## src/ssfd_pkg.sv

```systemverilog
package ssfd_pkg;

   localparam int MAX_REQUESTS = 64;
   localparam int TOP_CYLINDER = 999;

   localparam int CYL_W    = 10;
   localparam int TRAVEL_W = 16;
   localparam int IDX_W    = $clog2(MAX_REQUESTS);
   localparam int CNT_W    = $clog2(MAX_REQUESTS + 1);

   localparam logic [CYL_W-1:0]    TOP_CYL          = CYL_W'(TOP_CYLINDER);
   localparam logic [CYL_W-1:0]    START_HEAD_RESET = CYL_W'(50);
   localparam logic [TRAVEL_W-1:0] TRAVEL_MAX       = '1;

   // Running nearest-candidate word handed from cell to cell.
   typedef struct packed {
      logic             found;
      logic [CYL_W-1:0] seek;
      logic [CYL_W-1:0] cyl;
      logic [IDX_W-1:0] idx;
   } token_type;

   localparam token_type TOKEN_IDLE = '0;

   // Broadcast from the scheduler to every cell.
   typedef struct packed {
      logic             shift;
      logic             clear;
      logic             serve;
      logic [IDX_W-1:0] serve_idx;
      logic [CYL_W-1:0] head;
   } cell_ctrl_type;

   function automatic logic [CYL_W-1:0] clamp_cyl(input logic [CYL_W-1:0] c);
      return (c > TOP_CYL) ? TOP_CYL : c;
   endfunction

endpackage

```

## src/ssfd_sched.sv

```systemverilog
module ssfd_sched (
   input  logic                            clock,
   input  logic                            reset,
   input  logic                            start,
   output logic                            busy,
   input  logic [ssfd_pkg::CYL_W-1:0]      req_cylinder,
   input  logic                            req_last_request,
   input  logic [ssfd_pkg::CYL_W-1:0]      start_head,
   input  ssfd_pkg::token_type             tok,
   output ssfd_pkg::cell_ctrl_type         ctrl,
   output logic [ssfd_pkg::CYL_W-1:0]      load_cyl,
   output logic                            rsp_valid,
   output logic [ssfd_pkg::TRAVEL_W-1:0]   rsp_total_travel,
   output logic                            rsp_dropped
);
   import ssfd_pkg::*;

   typedef enum logic [1:0] {
      ST_IDLE  = 2'b01,
      ST_SWEEP = 2'b10
   } sched_state_type;

   sched_state_type     state_ff, state_in;
   logic [CNT_W-1:0]    count_ff, count_in;
   logic [CNT_W-1:0]    sweep_ff, sweep_in;
   logic [CYL_W-1:0]    head_ff, head_in;
   logic [TRAVEL_W-1:0] travel_ff, travel_in;
   logic                overflow_ff, overflow_in;
   logic                rsp_valid_ff, rsp_valid_in;
   logic [TRAVEL_W-1:0] rsp_total_ff, rsp_total_in;
   logic                rsp_dropped_ff, rsp_dropped_in;
   logic                accept, store_full, sweep_done, emit;
   logic [TRAVEL_W:0]   sum_wide;

   always_comb begin
      accept     = start && (state_ff == ST_IDLE);
      store_full = (count_ff == CNT_W'(MAX_REQUESTS));
      sweep_done = (state_ff == ST_SWEEP) && (sweep_ff == CNT_W'(MAX_REQUESTS));
      emit       = sweep_done && !tok.found;
      sum_wide   = (TRAVEL_W+1)'(travel_ff) + (TRAVEL_W+1)'(tok.seek);
   end

   always_comb begin
      state_in       = state_ff;
      count_in       = count_ff;
      sweep_in       = sweep_ff;
      head_in        = head_ff;
      travel_in      = travel_ff;
      overflow_in    = overflow_ff;
      rsp_valid_in   = 1'b0;
      rsp_total_in   = rsp_total_ff;
      rsp_dropped_in = rsp_dropped_ff;
      case (state_ff)
         ST_IDLE: begin
            if (accept) begin
               if (store_full) begin
                  overflow_in = 1'b1;
               end else begin
                  count_in = count_ff + CNT_W'(1);
               end
               if (req_last_request) begin
                  state_in  = ST_SWEEP;
                  sweep_in  = '0;
                  head_in   = clamp_cyl(start_head);
                  travel_in = '0;
               end
            end
         end
         ST_SWEEP: begin
            if (!sweep_done) begin
               sweep_in = sweep_ff + CNT_W'(1);
            end else if (tok.found) begin
               sweep_in  = '0;
               head_in   = tok.cyl;
               travel_in = sum_wide[TRAVEL_W] ? TRAVEL_MAX : sum_wide[TRAVEL_W-1:0];
            end else begin
               rsp_valid_in   = 1'b1;
               rsp_total_in   = travel_ff;
               rsp_dropped_in = overflow_ff;
               count_in       = '0;
               overflow_in    = 1'b0;
               state_in       = ST_IDLE;
            end
         end
         default: begin
            state_in = ST_IDLE;
         end
      endcase
   end

   always_ff @(posedge clock) begin
      if (reset) begin
         state_ff     <= ST_IDLE;
         count_ff     <= '0;
         sweep_ff     <= '0;
         overflow_ff  <= 1'b0;
         rsp_valid_ff <= 1'b0;
         head_ff      <= START_HEAD_RESET;
         travel_ff    <= '0;
      end else begin
         state_ff     <= state_in;
         count_ff     <= count_in;
         sweep_ff     <= sweep_in;
         overflow_ff  <= overflow_in;
         rsp_valid_ff <= rsp_valid_in;
         head_ff      <= head_in;
         travel_ff    <= travel_in;
      end
      rsp_total_ff   <= rsp_total_in;
      rsp_dropped_ff <= rsp_dropped_in;
   end

   always_comb begin
      ctrl.shift     = accept && !store_full;
      ctrl.clear     = emit;
      ctrl.serve     = sweep_done && tok.found;
      ctrl.serve_idx = tok.idx;
      ctrl.head      = head_ff;
   end

   assign load_cyl         = clamp_cyl(req_cylinder);
   assign busy             = (state_ff != ST_IDLE);
   assign rsp_valid        = rsp_valid_ff;
   assign rsp_total_travel = rsp_total_ff;
   assign rsp_dropped      = rsp_dropped_ff;

endmodule

```

## config.mk

```make
export PLATFORM = sky130hd
export DESIGN_NAME = ssfd_sched
export DESIGN_NICKNAME = d
export VERILOG_FILES = /design/src/ssfd_pkg.sv /design/src/ssfd_sched.sv
export SDC_FILE = /design/constraint.sdc
export NUM_CORES = 1
export LEC_CHECK = 0
export BUFFER_PORTS_ARGS = -buffer_cell sky130_fd_sc_hd__buf_4
export CAP_MARGIN = 0
export CORE_ASPECT_RATIO = 1.5
export CORE_MARGIN = 3
export CORE_UTILIZATION = 49
export CTS_CLUSTER_DIAMETER = 40
export DETAILED_ROUTE_END_ITERATION = 8
export PLACE_DENSITY = 0.8
export SLEW_MARGIN = 20
export SYNTH_ARGS = -nofsm -noshare
export SYNTH_HDL_FRONTEND = slang
export SYNTH_SLANG_ARGS = --single-unit
```

## constraint.sdc

```tcl
create_clock -name clock -period 3.9 [get_ports clock]
set_input_delay 0.195 -clock clock [delete_from_list [all_inputs] [get_ports clock]]
set_output_delay 0.195 -clock clock [all_outputs]
set_load 0.01 [all_outputs]
```

[Word level (Yosys, flattened, before mapping)]
Index checks and enable logic that the tools add are counted.
Cells by class
  add/subtract/negate cells: 3
  magnitude comparators: 2
  shift operators: 0
  $mul: 0
  div/mod/pow operators: 0
  bitwise operators: 3
  reduce and logical (&&, ||, !) cells: 15
  eq/ne operators: 13
  mux-type cells: 34
Operator list (number)
  two-way mux 16 bit: 5
  two-way mux 10 bit: 6
  two-way mux 7 bit: 8
  one-hot mux 16 bit (2 select lines): 1
  one-hot mux 7 bit (2 select lines): 2
  > comparator 10 bit, second input constant: 2
  one-hot mux 10 bit (2 select lines): 1
  adder 16 x 10 -> 17 bit: 1
  AND reduction 5 bit: 3
  adder 7 x 1 -> 7 bit, second input constant: 2
  equality test 7 bit, second input constant: 2
  inequality test 2 bit, second input constant: 7
  two-way mux 2 bit: 4
  AND reduction 4 bit: 2
  logical AND 1 bit: 5
  two-way mux 1 bit: 5
  one-hot mux 2 bit (2 select lines): 1
  inequality test 3 bit, second input constant: 1
  inverter 1 bit: 3
  AND reduction 3 bit: 1
  OR reduction 3 bit: 1
  equality test 2 x 1 -> 1 bit, second input constant: 1
  equality test 2 bit, second input constant: 1
  logical NOT 1 bit: 2
  other kinds (3): 3
Word-level totals
  memory bits (writable): 0
  memories kept: 0
  bits of input ports: 51
  word-level logic and storage cells: 79
  memory bits (read-only): 0
  register bits: 61
  output and inout port bits: 48
  bits in latches: 0

[Depth between registers and ports, before layout]
  depth after elaboration: 5
  gate-level depth with buffers: 10
  gate-level depth less buffers: 8

[Least setup slack after synthesis]
OpenSTA, ideal clock, no wires.
  path type: register to register
  start: reg sweep_ff[2]
  end: reg rsp_dropped_ff, in the netlist rsp_dropped (enable)
  data required time: 3.465 ns
  setup time: 0.435 ns
  slack: 0.812 ns
  data arrival time: 2.653 ns
  cell stages (with the launch flop): 3
  path buffers: 0
  path through: dfxtp_1 -> or4_4 -> nor4_1
Between the ends
  cells in the longest elaborated chain, start to end: 3
RTL lines
  from (decl): line ssfd_sched.sv:25  | logic [CNT_W-1:0] sweep_ff, sweep_in;
  from (signal assigned): line ssfd_sched.sv:103  | sweep_ff <= sweep_in;
  equality test 7 bit: line ssfd_sched.sv:38  | sweep_done = (state_ff == ST_SWEEP) && (sweep_ff == CNT_W'(MAX_REQUESTS));
  logical AND 1 bit: line ssfd_sched.sv:38
  AND reduction 3 bit (no line)
  to (signal assigned): line ssfd_sched.sv:110  | rsp_dropped_ff <= rsp_dropped_in;
  to (decl): line ssfd_sched.sv:31  | logic rsp_dropped_ff, rsp_dropped_in;
No other way between the ends.
A chain may end at the register's enable or synchronous reset.

[Worst setup path in the final report]
  start: reg travel_ff[0]
  end: reg travel_ff[13]
Between the ends
  cells in the longest elaborated chain, start to end: 5
RTL lines
  from (decl): line ssfd_sched.sv:27  | logic [TRAVEL_W-1:0] travel_ff, travel_in;
  from (signal assigned): line ssfd_sched.sv:107  | travel_ff <= travel_in;
  adder 16 x 10 -> 17 bit: line ssfd_sched.sv:40  | sum_wide = (TRAVEL_W+1)'(travel_ff) + (TRAVEL_W+1)'(tok.seek);
  two-way mux 16 bit: line ssfd_sched.sv:75  | travel_in = sum_wide[TRAVEL_W] ? TRAVEL_MAX : sum_wide[TRAVEL_W-1:0];
  two-way mux 16 bit: line ssfd_sched.sv:72  | end else if (tok.found) begin
  two-way mux 16 bit: line ssfd_sched.sv:70  | if (!sweep_done) begin
  one-hot mux 16 bit (2 select lines): line ssfd_sched.sv:53  | case (state_ff)
No other way between the ends. The select of a mux whose other input is x is not followed.

==> results by group <==
Die
  • Initial Util: 0.5187
  • Io pins: 99
  • Die W: around 71 um
  • Die Span Y: between 100 and 150 um
  • FP Rows: 34
  • Placeable Area: approximately 0.0060 sq mm
  • Die area: 0.007313 sq mm

Clock tree
  • Cts hold-fix bufs: 0
  • Worst-Skew Late Latency: 350 ps
  • CTS Buffer Depth: 2
  • Sink Count: between 60 and 70
  • Root Buffer: clkbuf_8
  • TritonCTS Buffers: 9
  • H-tree depth: 3
  • CTS clk-pin slew, worst paths: around 70 ps
  • Count of cells resized by post-cts repair: 0
  • CTS tree: yes
  • Post-CTS setup buffer count: 0

Critical path
  • Worst r2r path cells: 8
  • CP Launch Type: flip-flop
  • Setup CP Type: reg2reg
  • Worst r2r src: travel_ff[0]$_SDFFE_PP0P_
  • Worst setup EP type: flip-flop
  • CP max FO: 11
  • Worst R2R End: travel_ff[13]$_SDFFE_PP0P_
  • Critical Path RT: 4140 ps
  • Critical path destination: travel_ff[13]$_SDFFE_PP0P_
  • Launch point of the worst path: travel_ff[0]$_SDFFE_PP0P_
  • WP data arrival: 2850 ps
  • Reg2reg setup slack: about 1300 ps

Synth
  • Synth Register Bits: 61
  • Post-Syn Nets: 399
  • Most numerous cell in the Yosys netlist: dfxtp_1
  • Synth async-reset ratio: 0
  • Share of the synthesized area in the top cell type: 0.2851
  • Predominant post-synthesis flop cell: dfxtp_1
  • Largest cells by area after synthesis: dfxtp_1 (29%), edfxtp_1 (17%), ha_1 (5.7%)
  • Post-synth top area cell: dfxtp_1
  • Cells after Synth: between 300 and 400
  • Post-synth EDFFs: 17
  • YS warnings: 0
  • Synthesized area: between 0.003 and 0.004 sq mm
  • Commonest cells post-synth: dfxtp_1 (44), nand2_1 (42), nor2_1 (27), edfxtp_1 (17), ha_1 (14)
  • Syn_area_per_cell: about 9.3 sq um
  • Distinct cells, synth: between 50 and 60
  • Sequential area share after synthesis: 0.4504

Drt
  • Routed WL: around 7000 um
  • Drt drc: 0
  • Drt initial violations: 150
  • Vias: 2746
  • Drt pass-1 iters: 4
  • DRT antenna net count: 0
  • Vias/cell: 5.674
  • WL/cell: around 14 um

Pwr
  • Pwr dens: about 350 mW/mm^2
  • Clock Power Share: 0.404
  • Switch Pwr: 0.3266 mW
  • Internal: between 1 and 1.5 mW
  • Sw frac: 0.2422
  • LEAKAGE: ~1.7 nW
  • Sequential share of power: 0.494
  • Logic gate share of total power: 0.102
  • Peak supply drop: between 0.0002 and 0.0003 V

STA
  • Slew Limit Fails: 0
  • RSZ-0062 raised after global routing: false
  • WHS: between 100 and 150 ps
  • Setup TNS: 0 ps
  • Setup Skew: 8.469 ps
  • Tmin final: 2610 ps
  • Fmax: 0.3832 GHz
  • Final Setup Violations: 0
  • Slew Limit Headroom: 0.5028
  • Tightest Pin Transition: ~740 ps
  • Final worst-path cycle share: 0.6691
  • Hold Violations, Final: 0

Global route
  • Largest net degree at the start of global routing: 22
  • GRT overflow: 0
  • Global-route wire length before repair: 11560 um
  • GRT Overall Usage: 0.2013
  • Antenna violations before repair: 0
  • Via count of the first global-routing pass: 2792

Layout
  • ANT cells: 0
  • Fraction of layout cells with a size suffix above 1: 0.2888
  • # nets final: 473
  • FILL cells: around 510
  • Area Growth Syn to Fin: 26.37%

Hold path
  • Hold Path Class: in2reg
  • WHS Path Cells: 3

Placement
  • Placer congestion estimate: a little over 0.9
  • IO buf count: 86
  • Hpwl dp: between 5000 and 6000 um

Flow run
  • Max_cap viols: 0

Run status
  • Status: finished clean
## area by class of cell
| class | count | area (sq um) | area share |
|---|---|---|---|
| clock buffer | 9 | 123.9 | 0.03173 |
| clock inverter | 7 | 66.31 | 0.01699 |
| inverter | 10 | 37.54 | 0.009615 |
| multi-input combinational | 237 | 1534 | 0.3929 |
| sequential | 61 | 1391 | 0.3564 |
| tap | 72 | 90.09 | 0.02308 |
| timing repair buffer | 88 | 660.6 | 0.1692 |
## layer usage
| layer | vias up | share of wire | global-route usage |
|---|---|---|---|
| li1 | 1337 | - | - |
| met1 | 1276 | 0.36 | 0.2007 |
| met2 | 115 | 0.51 | 0.3545 |
| met3 | 18 | 0.099 | 0.07060 |
| met4 | 0 | 0.030 | 0.1302 |
| met5 | - | 0 | 0 |
## critical path, cell delays in order (launching register included)
cell,delay (ps)
dfxtp_1,330
ha_1,220
fa_1,420
a21o_1,230
a22o_1,200
o31ai_1,410
nor3_2,230
o21bai_1,210
a22o_1,250
## power groups by stage
stage	logic [mW]	registers (mW)	clock network [mW]
6_report	0.138	0.666	0.545
4_1_cts	0.139	0.666	0.560
3_5_place_dp	0.138	0.680	0
3_3_place_gp	0.136	0.679	0
2_1_floorplan	0.0726	0.682	0
5_1_grt	0.154	0.667	0.581
## sequential cells by signal, indices dropped and copies added (netlist names)
register,cells
rsp_total_travel,16
travel_ff,16
head_ff,10
count_ff,7
sweep_ff,7
state_ff,2
overflow_ff,1
rsp_dropped,1
rsp_valid,1
## cells in the final DEF, fill, tap and decap left out, types with 2 or more instances in the layout
cell type | Yosys | routed
a22o_1 | 2 | 2
a41oi_1 | 4 | 4
or2_2 | 6 | 6
or3_1 | 3 | 3
o21ai_1 | 8 | 8
nor3_1 | 3 | 2
edfxtp_1 | 17 | 17
clkinv_2 | 0 | 4
o22ai_1 | 4 | 4
nand2_1 | 42 | 42
a211oi_1 | 4 | 4
nor2b_1 | 4 | 4
xor2_1 | 11 | 11
inv_1 | 10 | 10
xnor2_1 | 6 | 6
o21ai_0 | 8 | 8
dfxtp_1 | 44 | 44
ha_1 | 14 | 14
buf_4 | 7 | 88
nand4_1 | 6 | 6
a21o_1 | 7 | 7
nor2_1 | 27 | 27
o21bai_1 | 3 | 3
and2_1 | 2 | 2
clkbuf_8 | 0 | 9
a21oi_1 | 13 | 13
and3_1 | 7 | 7
a311oi_1 | 7 | 7
nand3_1 | 13 | 13
o31ai_1 | 2 | 2
nand2b_1 | 4 | 4
## how the worst min path moves through the flow
stage                                    to    start
finish              head_ff[3]$_SDFFE_PP0P_   tok[9]
floorplan           head_ff[3]$_SDFFE_PP0P_   tok[9]
detailed placement                 ctrl[15]   tok[5]
CTS                 head_ff[6]$_SDFFE_PP0P_  tok[12]
global route        head_ff[8]$_SDFFE_PP0P_  tok[14]
global placement                   ctrl[15]   tok[5]
## through the flow
step                      setup slack [ps]  instance area, sq um  total power [mW]  utilization  cells
after global routing                  1180                  3904             1.403       0.6555    484
after global placement                1336                  3709            0.8157       0.6227    468
after floorplan                      811.8                  3089            0.7545            -    333
after detailed placement              1209                  3709            0.8183       0.6227    468
after CTS                             1177                  3899             1.365       0.6546    484
final                                 1290                  3904             1.349       0.6555    484
## cell families (layout without fill, tap and decap cells)
kind of cell	Yosys count	count (layout)	synth area share
compound gates	76	76	0.1693
xor+xnor	17	17	0.04820
fa+ha+maj	15	15	0.06318
buf+inv	35	114	0.05670
flops	61	61	0.4504
simple gates	129	129	0.2122
Power figures use the tool's default switching activity.
