## src/ssfd_pkg.sv

```systemverilog
package ssfd_pkg;

   localparam int MAX_REQUESTS = 64;
   localparam int TOP_CYLINDER = 999;

   localparam int CYL_W    = 10;
   localparam int TRAVEL_W = 16;
   localparam int IDX_W    = $clog2(MAX_REQUESTS);
   localparam int CNT_W    = $clog2(MAX_REQUESTS + 1);

   localparam logic [CYL_W-1:0]    TOP_CYL          = CYL_W'(TOP_CYLINDER);
   localparam logic [CYL_W-1:0]    START_HEAD_RESET = CYL_W'(50);
   localparam logic [TRAVEL_W-1:0] TRAVEL_MAX       = '1;

   // Running nearest-candidate word handed from cell to cell.
   typedef struct packed {
      logic             found;
      logic [CYL_W-1:0] seek;
      logic [CYL_W-1:0] cyl;
      logic [IDX_W-1:0] idx;
   } token_type;

   localparam token_type TOKEN_IDLE = '0;

   // Broadcast from the scheduler to every cell.
   typedef struct packed {
      logic             shift;
      logic             clear;
      logic             serve;
      logic [IDX_W-1:0] serve_idx;
      logic [CYL_W-1:0] head;
   } cell_ctrl_type;

   function automatic logic [CYL_W-1:0] clamp_cyl(input logic [CYL_W-1:0] c);
      return (c > TOP_CYL) ? TOP_CYL : c;
   endfunction

endpackage

```

## src/ssfd_cell.sv

```systemverilog
module ssfd_cell (
   input  logic                         clock,
   input  logic                         reset,
   input  ssfd_pkg::cell_ctrl_type      ctrl,
   input  logic [ssfd_pkg::IDX_W-1:0]   cell_idx,
   input  logic                         vld_in,
   input  logic [ssfd_pkg::CYL_W-1:0]   cyl_in,
   output logic                         vld_out,
   output logic [ssfd_pkg::CYL_W-1:0]   cyl_out,
   input  ssfd_pkg::token_type          tok_in,
   output ssfd_pkg::token_type          tok_out
);
   import ssfd_pkg::*;

   logic             valid_ff, valid_in;
   logic             served_ff, served_in;
   logic [CYL_W-1:0] cyl_ff, cyl_next_in;
   token_type        tok_ff, tok_next_in;
   logic [CYL_W-1:0] seek_len;
   logic             take_own;

   // Distance from the head; an unserved entry replaces the incoming
   // candidate only when strictly nearer, so older entries win ties.
   always_comb begin
      seek_len = (cyl_ff >= ctrl.head) ? (cyl_ff - ctrl.head) : (ctrl.head - cyl_ff);
      take_own = valid_ff && !served_ff && (!tok_in.found || (seek_len < tok_in.seek));
      if (take_own) begin
         tok_next_in = '{found: 1'b1, seek: seek_len, cyl: cyl_ff, idx: cell_idx};
      end else begin
         tok_next_in = tok_in;
      end
   end

   always_comb begin
      valid_in    = valid_ff;
      served_in   = served_ff;
      cyl_next_in = cyl_ff;
      if (ctrl.clear) begin
         valid_in  = 1'b0;
         served_in = 1'b0;
      end else if (ctrl.shift) begin
         valid_in    = vld_in;
         served_in   = 1'b0;
         cyl_next_in = cyl_in;
      end else if (ctrl.serve && (ctrl.serve_idx == cell_idx)) begin
         served_in = 1'b1;
      end
   end

   always_ff @(posedge clock) begin
      if (reset) begin
         valid_ff  <= 1'b0;
         served_ff <= 1'b0;
         tok_ff    <= TOKEN_IDLE;
      end else begin
         valid_ff  <= valid_in;
         served_ff <= served_in;
         tok_ff    <= tok_next_in;
      end
      cyl_ff <= cyl_next_in;
   end

   assign vld_out = valid_ff;
   assign cyl_out = cyl_ff;
   assign tok_out = tok_ff;

endmodule

```

## config.mk

```make
export PLATFORM = sky130hd
export DESIGN_NAME = ssfd_cell
export DESIGN_NICKNAME = d
export VERILOG_FILES = /design/src/ssfd_pkg.sv /design/src/ssfd_cell.sv
export SDC_FILE = /design/constraint.sdc
export NUM_CORES = 1
export LEC_CHECK = 0
export ABC_AREA = 1
export BUFFER_PORTS_ARGS = -buffer_cell sky130_fd_sc_hd__buf_2
export CORE_MARGIN = 5
export CORE_UTILIZATION = 35
export CTS_CLUSTER_SIZE = 28
export DETAILED_ROUTE_END_ITERATION = 8
export PLACE_DENSITY = 0.62
export SETUP_SLACK_MARGIN = 0.2
export SLEW_MARGIN = 5
export SYNTH_ARGS = -nofsm -noshare
export SYNTH_HDL_FRONTEND = slang
export SYNTH_SLANG_ARGS = --single-unit
```

## constraint.sdc

```tcl
create_clock -name clock -period 3.57 [get_ports clock]
set_clock_uncertainty 0.1 [all_clocks]
set_input_delay 0.357 -clock clock [delete_from_list [all_inputs] [get_ports clock]]
set_output_delay 0.357 -clock clock [all_outputs]
set_load 0.02 [all_outputs]
```

# Yosys cells after proc, flatten, opt, wreduce, memory -nomap -nowiden
# Index checks and enable logic that the tools add are counted.
# W data, S select, Z words.
# word_totals
regBits,39
latch_bits,0
ram_bits,0
inputBits,65
memories,0
mem_bits_ro,0
word_cells,24
# classes
mux,2
reduce_logical,9
bitwise,1
add_sub_neg,2
n_eq_ne,1
magnitude_cmp,2
shifts,0
div_mod_pow,0
mul,0
# op_table
operator,count
$mux W27,1
$sub A10 B10 Y10,2
$ge A10 B10 Y1,1
$lt A10 B10 Y1,1
$mux W10,1
$eq A6 B6 Y1,1
$logic_and A1 B1 Y1,3
$reduce_or A3 Y1,1
$logic_not A1 Y1,2
$reduce_and A2 Y1,1
$reduce_or A2 Y1,1
$logic_or A1 B1 Y1,1
$not A1 Y1,1

# Logic depth before layout (Yosys ltp)
# Gate-level depths: netlist of the first run.
# logic_depth
word_depth,6
depth_mapped,25
depth_no_buf,24

# Least setup slack after synthesis of the first run
# No wires, ideal clock.
# synth_path
kind,register to register
start,"register cyl_ff[0], in the netlist cyl_out[0]"
end,"register tok_ff, in the netlist tok_out[7]"
setup_ns,0.116
arrival_time_ns,2.909
path_slack_ns,0.445
stages_incl_launch_ff,22
synth_period_minus_slack_ns,3.125
n_path_buf,1
path_cell_list,edfxtp_1 -> inv_1 -> ha_1 -> inv_1 -> fa_1 -> nand2_1 -> nand3_2 -> a21oi_2 -> nand3_1 -> nand2_1 -> inv_1 -> ha_1 -> nand2_1 -> nor2_1 -> nand3_1 -> nand3_1 -> nand2_1 -> nand2_1 -> inv_1 -> buf_2 -> nor2_1 -> nor2_1
# synth_via
elab_chain_cells,6
word_cells_on_any_way,8
# synth_lines
element,line_no,source
"start, declared",ssfd_cell.sv:17,"logic [CYL_W-1:0] cyl_ff, cyl_next_in;"
"start signal, assigned",ssfd_cell.sv:60,cyl_ff <= cyl_next_in;
$sub A10 B10 Y10 / $ge A10 B10 Y1 (equally long branches),ssfd_cell.sv:25,seek_len = (cyl_ff >= ctrl.head) ? (cyl_ff - ctrl.head) : (ctrl.head - cyl_ff);
$mux W10 (*),ssfd_cell.sv:25,
$lt A10 B10 Y1 (*),ssfd_cell.sv:26,take_own = valid_ff && !served_ff && (!tok_in.found || (seek_len < tok_in.seek));
$logic_or A1 B1 Y1 (*),ssfd_cell.sv:26,
$logic_and A1 B1 Y1 (*),ssfd_cell.sv:26,
$mux W27 (*),ssfd_cell.sv:27,if (take_own) begin
"end signal, assigned",ssfd_cell.sv:58,tok_ff <= tok_next_in;
"end, declared",ssfd_cell.sv:18,"token_type tok_ff, tok_next_in;"
# Mark *: on every way between the ends. The rest lies on a longest branch, timed or not.
# A chain may end at the register's enable or synchronous reset.

# Worst setup path after layout of the first run
# layout_path
start,"register cyl_ff[0], in the netlist cyl_out[0]"
end,"register tok_ff, in the netlist tok_out[13]"
# The elaborated chain is that of the path after synthesis.

==> results of run 1 <==
## layout by cell type (no fill, tap or decap), drive strengths merged
cell	netlist	layout
clkinvlp	0	1
nand2	126	127
clkbuf	3	8
or2	1	1
and2	1	1
o31a	1	1
a21oi	16	16
xor2	3	3
nand4	6	6
edfxtp	10	10
o21bai	1	1
ha	28	28
nand3	26	26
inv	75	76
dfxtp	29	29
xnor2	8	8
buf	8	115
a21o	1	1
nor2	61	61
fa	2	2
o21ai	21	21
## flip-flops by register name, summed over array words and instances, names as in the netlist
name,flops
cyl_out,10
served_ff,1
vld_out,1
tok_out,27
## worst register-to-register path, cell delays in order (launching register included)
cell and delay, ps:
edfxtp_1 450, inv_1 90, ha_2 160, inv_2 50, fa_2 380, nand2_2 100, nand3_4 100, a21oi_4 230
nand2_1 120, and2_1 150, ha_1 260, nand2_1 70, nor2_2 130, nand3_1 100, nand3_2 110, nand2_4 70
nand2_8 110, inv_4 50, buf_12 150, nor2_1 110, nor2_1 50
## stage by stage
stage               worst slack, ps  utilization (%)  instances
floorplan                       445                -        427
global placement                145             42.9        626
detailed placement             95.9             42.9        626
CTS                             213             45.2        635
global route                    126             49.7        647
finish                          313             49.7        647
## cells by family (layout without fill, tap and decap cells)
group	Yosys count	after routing	share of synthesized area (%)
simple gates	221	222	33.0
buf+inv	86	200	12.0
flops	39	39	30.4
fa+ha+maj	30	30	13.5
compound gates	40	40	7.74
xor+xnor	11	11	3.33
## metal layers
metal / up-vias / part of all wire [%]
met4: 0 / 1.2
met2: 82 / 51
li1: 1546 / -
met3: 10 / 5.6
met1: 1336 / 42
met5: - / 0
## power by group through the flow
stage               clock network, W  logic (W)  registers (W)
floorplan                          0   0.000317       0.000547
global placement                   0   0.000495       0.000509
detailed placement                 0   0.000499       0.000510
CTS                         0.000362   0.000516       0.000501
global route                0.000378   0.000685       0.000505
finish                      0.000349   0.000614       0.000502
## final cells by class
cell class	instances	area share, %
Timing Repair Buffer	117	17.2
Clock inverter	2	0.403
Multi-Input combinational cell	303	48.0
Clock buffer	6	2.32
Sequential cell	39	21.8
Tap cell	105	3.25
Inverter	75	7.03
## timing repair
item / 4_1_cts / 5_1_grt
gates resized for setup: 14 / 68
buffers inserted: 1 / 9
endpoints found under the setup margin: 26 / 26
pin swaps: 1 / 18
cloned: 0 / 3
## path summary, 6_finish.rpt
path                 endpoint  slack (ps)
setup reg to reg  tok_out[13]         310
setup / recovery  tok_out[13]         310
hold / removal     cyl_out[2]         130
hold reg to reg       vld_out         380
==> metrics.cfg, run 1 <==
[clock_tree]
numCtsBuffers=5
cts_hold_buf=0
cts_tree=done
clockBufferDepth=2
cts.root.buffer_cell=clkbuf_8
cts_htree_levels=2
path_clk_slew_ps=80
insertion_delay_ps=300
cts_sinks=39

[layout]
drive_above_1_share_pct=36.5
ff_latch_area_sq_um=881
nets=636
multiInputGateArea_sq_um=1940
nFillCells=824
area_delta_synth_final_pct=39.6
design_area_sq_um=4040
diodes=0

[sta]
finalCriticalPeriod_ps=3260
slew_headroom_pct=38.5
worst_pin_slew_ps=918
worst_hold_slack_ps=128
hold_viol=0
fmax_mhz=307
setup_tns_ps=0
post-route-period-util_pct=91.2
drv_slew=0
rsz0062_at_grt=false
setup_viol=0

[synth]
syn_inst=427
synthArstFlopShare_pct=0
synth.net_count=522
ys_top_cells_by_count=nand2_1 (114), inv_1 (74), nor2_1 (52), dfxtp_1 (29), ha_1 (28)
synthFlopType=dfxtp_1
synth_top_area_share_pct=20.1
yosys_warnings=0
synth_edf_count=10
yosysTopAreaCell=dfxtp_1
yosys.cell_count.top_type=nand2_1
ys_ff_latch=39
ys_seq_area_share_pct=30.4
avgSynthCellArea_sq_um=6.78
synth_cell_types=29
syn-cell-area_sq_um=2890
ys_top_cells_by_area=dfxtp_1 (20%), nand2_1 (15%), ha_1 (12%), edfxtp_1 (10%), inv_1 (9.6%)

[route]
drc=0
via_per_inst=4.60
wl_per_cell_um=13.1
antenna_left=0
first_iter_violations=121
wl_um=8450
dr.pass1.iters=4
routed-via-count=2974

[floorplanning]
start_util_pct=35.6
die_area_sq_um=10200
rows=33
chipHeight_um=101
num_io_pins=103
die-width_um=101
core_sq_um=8130

[setup_path]
crit_required_ps=3670
cpPeakStageDelay_ps=450
crit_chain=inv_1 -> ha_2 -> inv_2 -> fa_2 -> nand2_2 -> nand3_4 -> a21oi_4 -> nand2_1 -> and2_1 -> ha_1 -> nand2_1 -> nor2_2 -> nand3_1 -> nand3_2 -> nand2_4 -> nand2_8 -> inv_4 -> buf_12 -> nor2_1 -> nor2_1
crit_cells=20
path_delay_family=simple AND/OR/NAND/NOR gates
worstReg2RegStart=cyl_out[0]
r2r_cells=20
cp-end-kind=flip-flop
critPathBufInv=4
critPathSlowestCell=edfxtp_1
startpoint=cyl_out[0]
cp-start-kind=flip-flop
worstSetupPathType=reg -> reg
critPathMaxFanout=19
critPathArrivalTime_ps=3350

[global_route]
grt-ovfl-total=0
use_met1_pct=19.6
grt_max_degree=27
busiest_layer=met2
grt_pass1_wl_um=13100
grt_use_met2_pct=27.6
grt_pass1_vias=2944
grt_use_met3_pct=3.46
track_usage_pct=15.8
antenna_found_initial=0

[place]
globalplace.congestion=0.879
port_buffers=102
postPlaceCellArea_sq_um=3490
hpwlAfterDp_um=6650

[pwr]
peakVddDrop_mv=0.212
power.net_switching_w=0.000545
combinationalPowerShare_pct=41.9
power_density_nw_per_um2=363
power_frac_clock_pct=23.8
leakagePower_nw=2.17
seq_power_share_pct=34.2
p_int_w=0.000920
p_sw_share_pct=37.2
p_total_w=0.00147

[hold_path]
min_path_type=in -> reg
hold_depth=1
worstHoldStart=cyl_in[2]

[outcome]
run_status=completed

[job]
timing.max_cap.violations=0

Note: power is estimated with default switching activity, not from simulation.
==> run 2: changes to the inputs <==
--- a/config.mk
+++ b/config.mk
@@ -8,3 +8,3 @@
 export ABC_AREA = 1
-export BUFFER_PORTS_ARGS = -buffer_cell sky130_fd_sc_hd__buf_2
+export BUFFER_PORTS_ARGS = -buffer_cell sky130_fd_sc_hd__buf_4
 export CORE_MARGIN = 5
==> constraint.sdc (replaced) <==
create_clock -name clock -period 3.02 [get_ports clock]
set_clock_uncertainty 0.1 [all_clocks]
set_input_delay 0.604 -clock clock [delete_from_list [all_inputs] [get_ports clock]]
set_output_delay 0.604 -clock clock [all_outputs]
set_load 0.02 [all_outputs]
==> run 2 against run 1 <==
  * Worst setup slack worse by 520 ps
  * Die area stayed put
  * First-iteration DRC count is 39% lower
  * Register-to-register slack worse by 520 ps
  * The flow now finishes with violations (setup timing)
  * Critical path depth is 3 higher
  * Final cell count is 9.1% higher
  * Hold slack better by 260 ps
  * Highest routed layer unchanged
  * Fmax is 0.83% higher
  * Sequential power is 18% higher
  * Via count is 6.3% higher
  * Non-clock buffer count is 60 higher
==> metrics.cfg, run 2 (synthesis gave the netlist of run 1 again) <==
[place]
port_buffers=102  ; unchanged
placedCellCount=684  ; was 626
hpwlAfterDp_um=7510  ; was 6650 um
globalplace.congestion=0.925  ; was 0.879

[sta]
setup_tns_ps=-4580  ; was 0 ps
worst_pin_slew_ps=844  ; was 918 ps
setup_viol=26  ; was 0
post-route-period-util_pct=107  ; was 91.2%
fmax_mhz=310  ; was 307 MHz
rsz0062_at_grt=true  ; was false
slew_headroom_pct=43.7  ; was 38.5%
drv_slew=0  ; unchanged
hold_viol=0  ; unchanged
setup_slack_ps=-210  ; was 313 ps
finalCriticalPeriod_ps=3230  ; was 3260 ps

[route]
wl_per_cell_um=13.3  ; was 13.1 um
via_per_inst=4.48  ; was 4.60
drc=0  ; unchanged
wl_um=9410  ; was 8450 um
dr.pass1.iters=4  ; unchanged
antenna_left=0  ; unchanged
routed-via-count=3160  ; was 2974
first_iter_violations=74  ; was 121

[hold_path]
hold_depth=1  ; unchanged
min_path_type=in -> reg  ; unchanged
worstHoldStart=cyl_in[5]  ; was cyl_in[2]
holdPathEnd=cyl_out[5]  ; was cyl_out[2]

[floorplanning]
start_util_pct=35.6  ; unchanged
num_io_pins=103  ; unchanged
core_sq_um=8130  ; unchanged
die_area_sq_um=10200  ; unchanged
rows=33  ; unchanged
die-width_um=101  ; unchanged
chipHeight_um=101  ; unchanged

[layout]
multiInputGateArea_sq_um=2050  ; was 1940 sq um
largest_reg_flops=27  ; unchanged
area_delta_synth_final_pct=68.8  ; was 39.6%
drive_above_1_share_pct=46.3  ; was 36.5%
final_cell_count_no_fill=706  ; was 647
nFillCells=752  ; was 824
ff_latch_area_sq_um=881  ; unchanged
nets=695  ; was 636
mostFrequentLayoutCell=buf_4  ; was nand2_1
diodes=0  ; unchanged
layout_common_cells=buf_4 (169), nand2_1 (93), inv_1 (67)  ; was nand2_1 (105), buf_2 (102), inv_1 (72)

[global_route]
grt_pass1_vias=3165  ; was 2944
grt-ovfl-total=0  ; unchanged
grt_pass1_wl_um=14200  ; was 13100 um
grt_max_degree=27  ; unchanged
track_usage_pct=17.4  ; was 15.8%
antenna_found_initial=0  ; unchanged

[setup_path]
crit_required_ps=3140  ; was 3670 ps
path_delay_family=simple AND/OR/NAND/NOR gates  ; unchanged
critPathBufInv=5  ; was 4
worstSetupPathType=reg -> reg  ; unchanged
crit_chain=inv_1 -> ha_2 -> inv_2 -> fa_2 -> nand2_4 -> nand3_4 -> a21oi_4 -> buf_6 -> nand3_2 -> nand2_2 -> ha_4 -> nand2_2 -> inv_1 -> nand2_1 -> nand2_1 -> nand2_1 -> nand3_2 -> nand2_4 -> nand2_8 -> buf_12 -> nand2_2 -> nand2_1 -> a21oi_1  ; was inv_1 -> ha_2 -> inv_2 -> fa_2 -> nand2_2 -> nand3_4 -> a21oi_4 -> nand2_1 -> and2_1 -> ha_1 -> nand2_1 -> nor2_2 -> nand3_1 -> nand3_2 -> nand2_4 -> nand2_8 -> inv_4 -> buf_12 -> nor2_1 -> nor2_1
critPathMaxFanout=7  ; was 19
cpPeakStageDelay_ps=410  ; was 450 ps
cp-start-kind=flip-flop  ; unchanged
r2r_slack_ps=-210  ; was 310 ps
critPathSlowestCell=edfxtp_1  ; unchanged
worst_path_most_repeated_cell=nand2_1
r2r_end=tok_out[23]  ; was tok_out[13]
cp-end-kind=flip-flop  ; unchanged
r2r_cells=23  ; was 20
critPathArrivalTime_ps=3350  ; about the same
worstReg2RegStart=cyl_out[0]  ; unchanged

[clock_tree]
cts.root.buffer_cell=clkbuf_8  ; unchanged
cts_htree_levels=2  ; unchanged
insertion_delay_ps=290  ; was 300 ps
cts_sinks=39  ; unchanged
path_clk_slew_ps=80  ; about the same
clockBufferDepth=2  ; unchanged
numCtsBuffers=5  ; unchanged
cts_tree=done  ; unchanged

[pwr]
power_density_nw_per_um2=388  ; was 363 nW/um^2
leakagePower_nw=2.55  ; was 2.17 nW
peakVddDrop_mv=0.196  ; was 0.212 mV

[outcome]
violations=setup timing
run_status=finished with violations  ; was completed

[job]
timing.max_cap.violations=0  ; unchanged

run 2: report_power, final:
group	total, W	internal [W]	switching (W)
clock network	0.000353	0.000162	0.000190
logic	0.000950	0.000464	0.000486
registers	0.000591	0.000573	0.0000174
total	0.00189	0.00120	0.000694
run 2: final cells by class:
class                   count  area share (%)
multi-input cells         302            42.0
repair buffers            177            29.5
flip-flops and latches     39            18.0
inverters                  75            6.12
well taps                 105            2.69
clock buffers               7            1.56
clock inverters             1           0.102
run 2: per-stage QoR:
stage          setup WS, ps  cell area (sq um)  utilization (%)  total power (W)  hold slack, ps
2_1_floorplan         -17.4               3130                -          0.00108             418
3_3_place_gp           -445               4400             54.1          0.00141             370
3_5_place_dp           -491               4400             54.1          0.00142             373
4_1_cts                -200               4530             55.6          0.00179             370
5_1_grt                -381               4880             60.1          0.00203             362
6_report               -210               4880             60.1          0.00189             384
run 2: what timing repair did:
item | CTS | global route
cloned | 0 | 4
hold buffers | 0 | 0
endpoints found under the setup margin | 26 | 26
gates resized for setup | 5 | 49
setup buffers | 3 | 7
pin swaps | 2 | 31
run 2: worst max path at each step:
| stage | from | endpoint | depth (start not counted) |
|---|---|---|---|
| 3_5_place_dp | ctrl[0] | tok_out[12] | 21 |
| 6_report | cyl_out[0] | tok_out[23] | 23 |
| 5_1_grt | cyl_out[0] | tok_out[23] | 20 |
| 4_1_cts | cyl_out[0] | tok_out[16] | 22 |
| 3_3_place_gp | ctrl[0] | tok_out[23] | 20 |
| 2_1_floorplan | ctrl[2] | tok_out[11] | 24 |
run 2: per-layer routing:
layer  global-route usage, %  up-vias  share of wire [%]
met5                       0        -                  0
met4                    4.40        0                1.3
met3                    3.67        8                4.6
met2                    31.1       73                 52
met1                    21.0     1421                 42
li1                        -     1658                  -
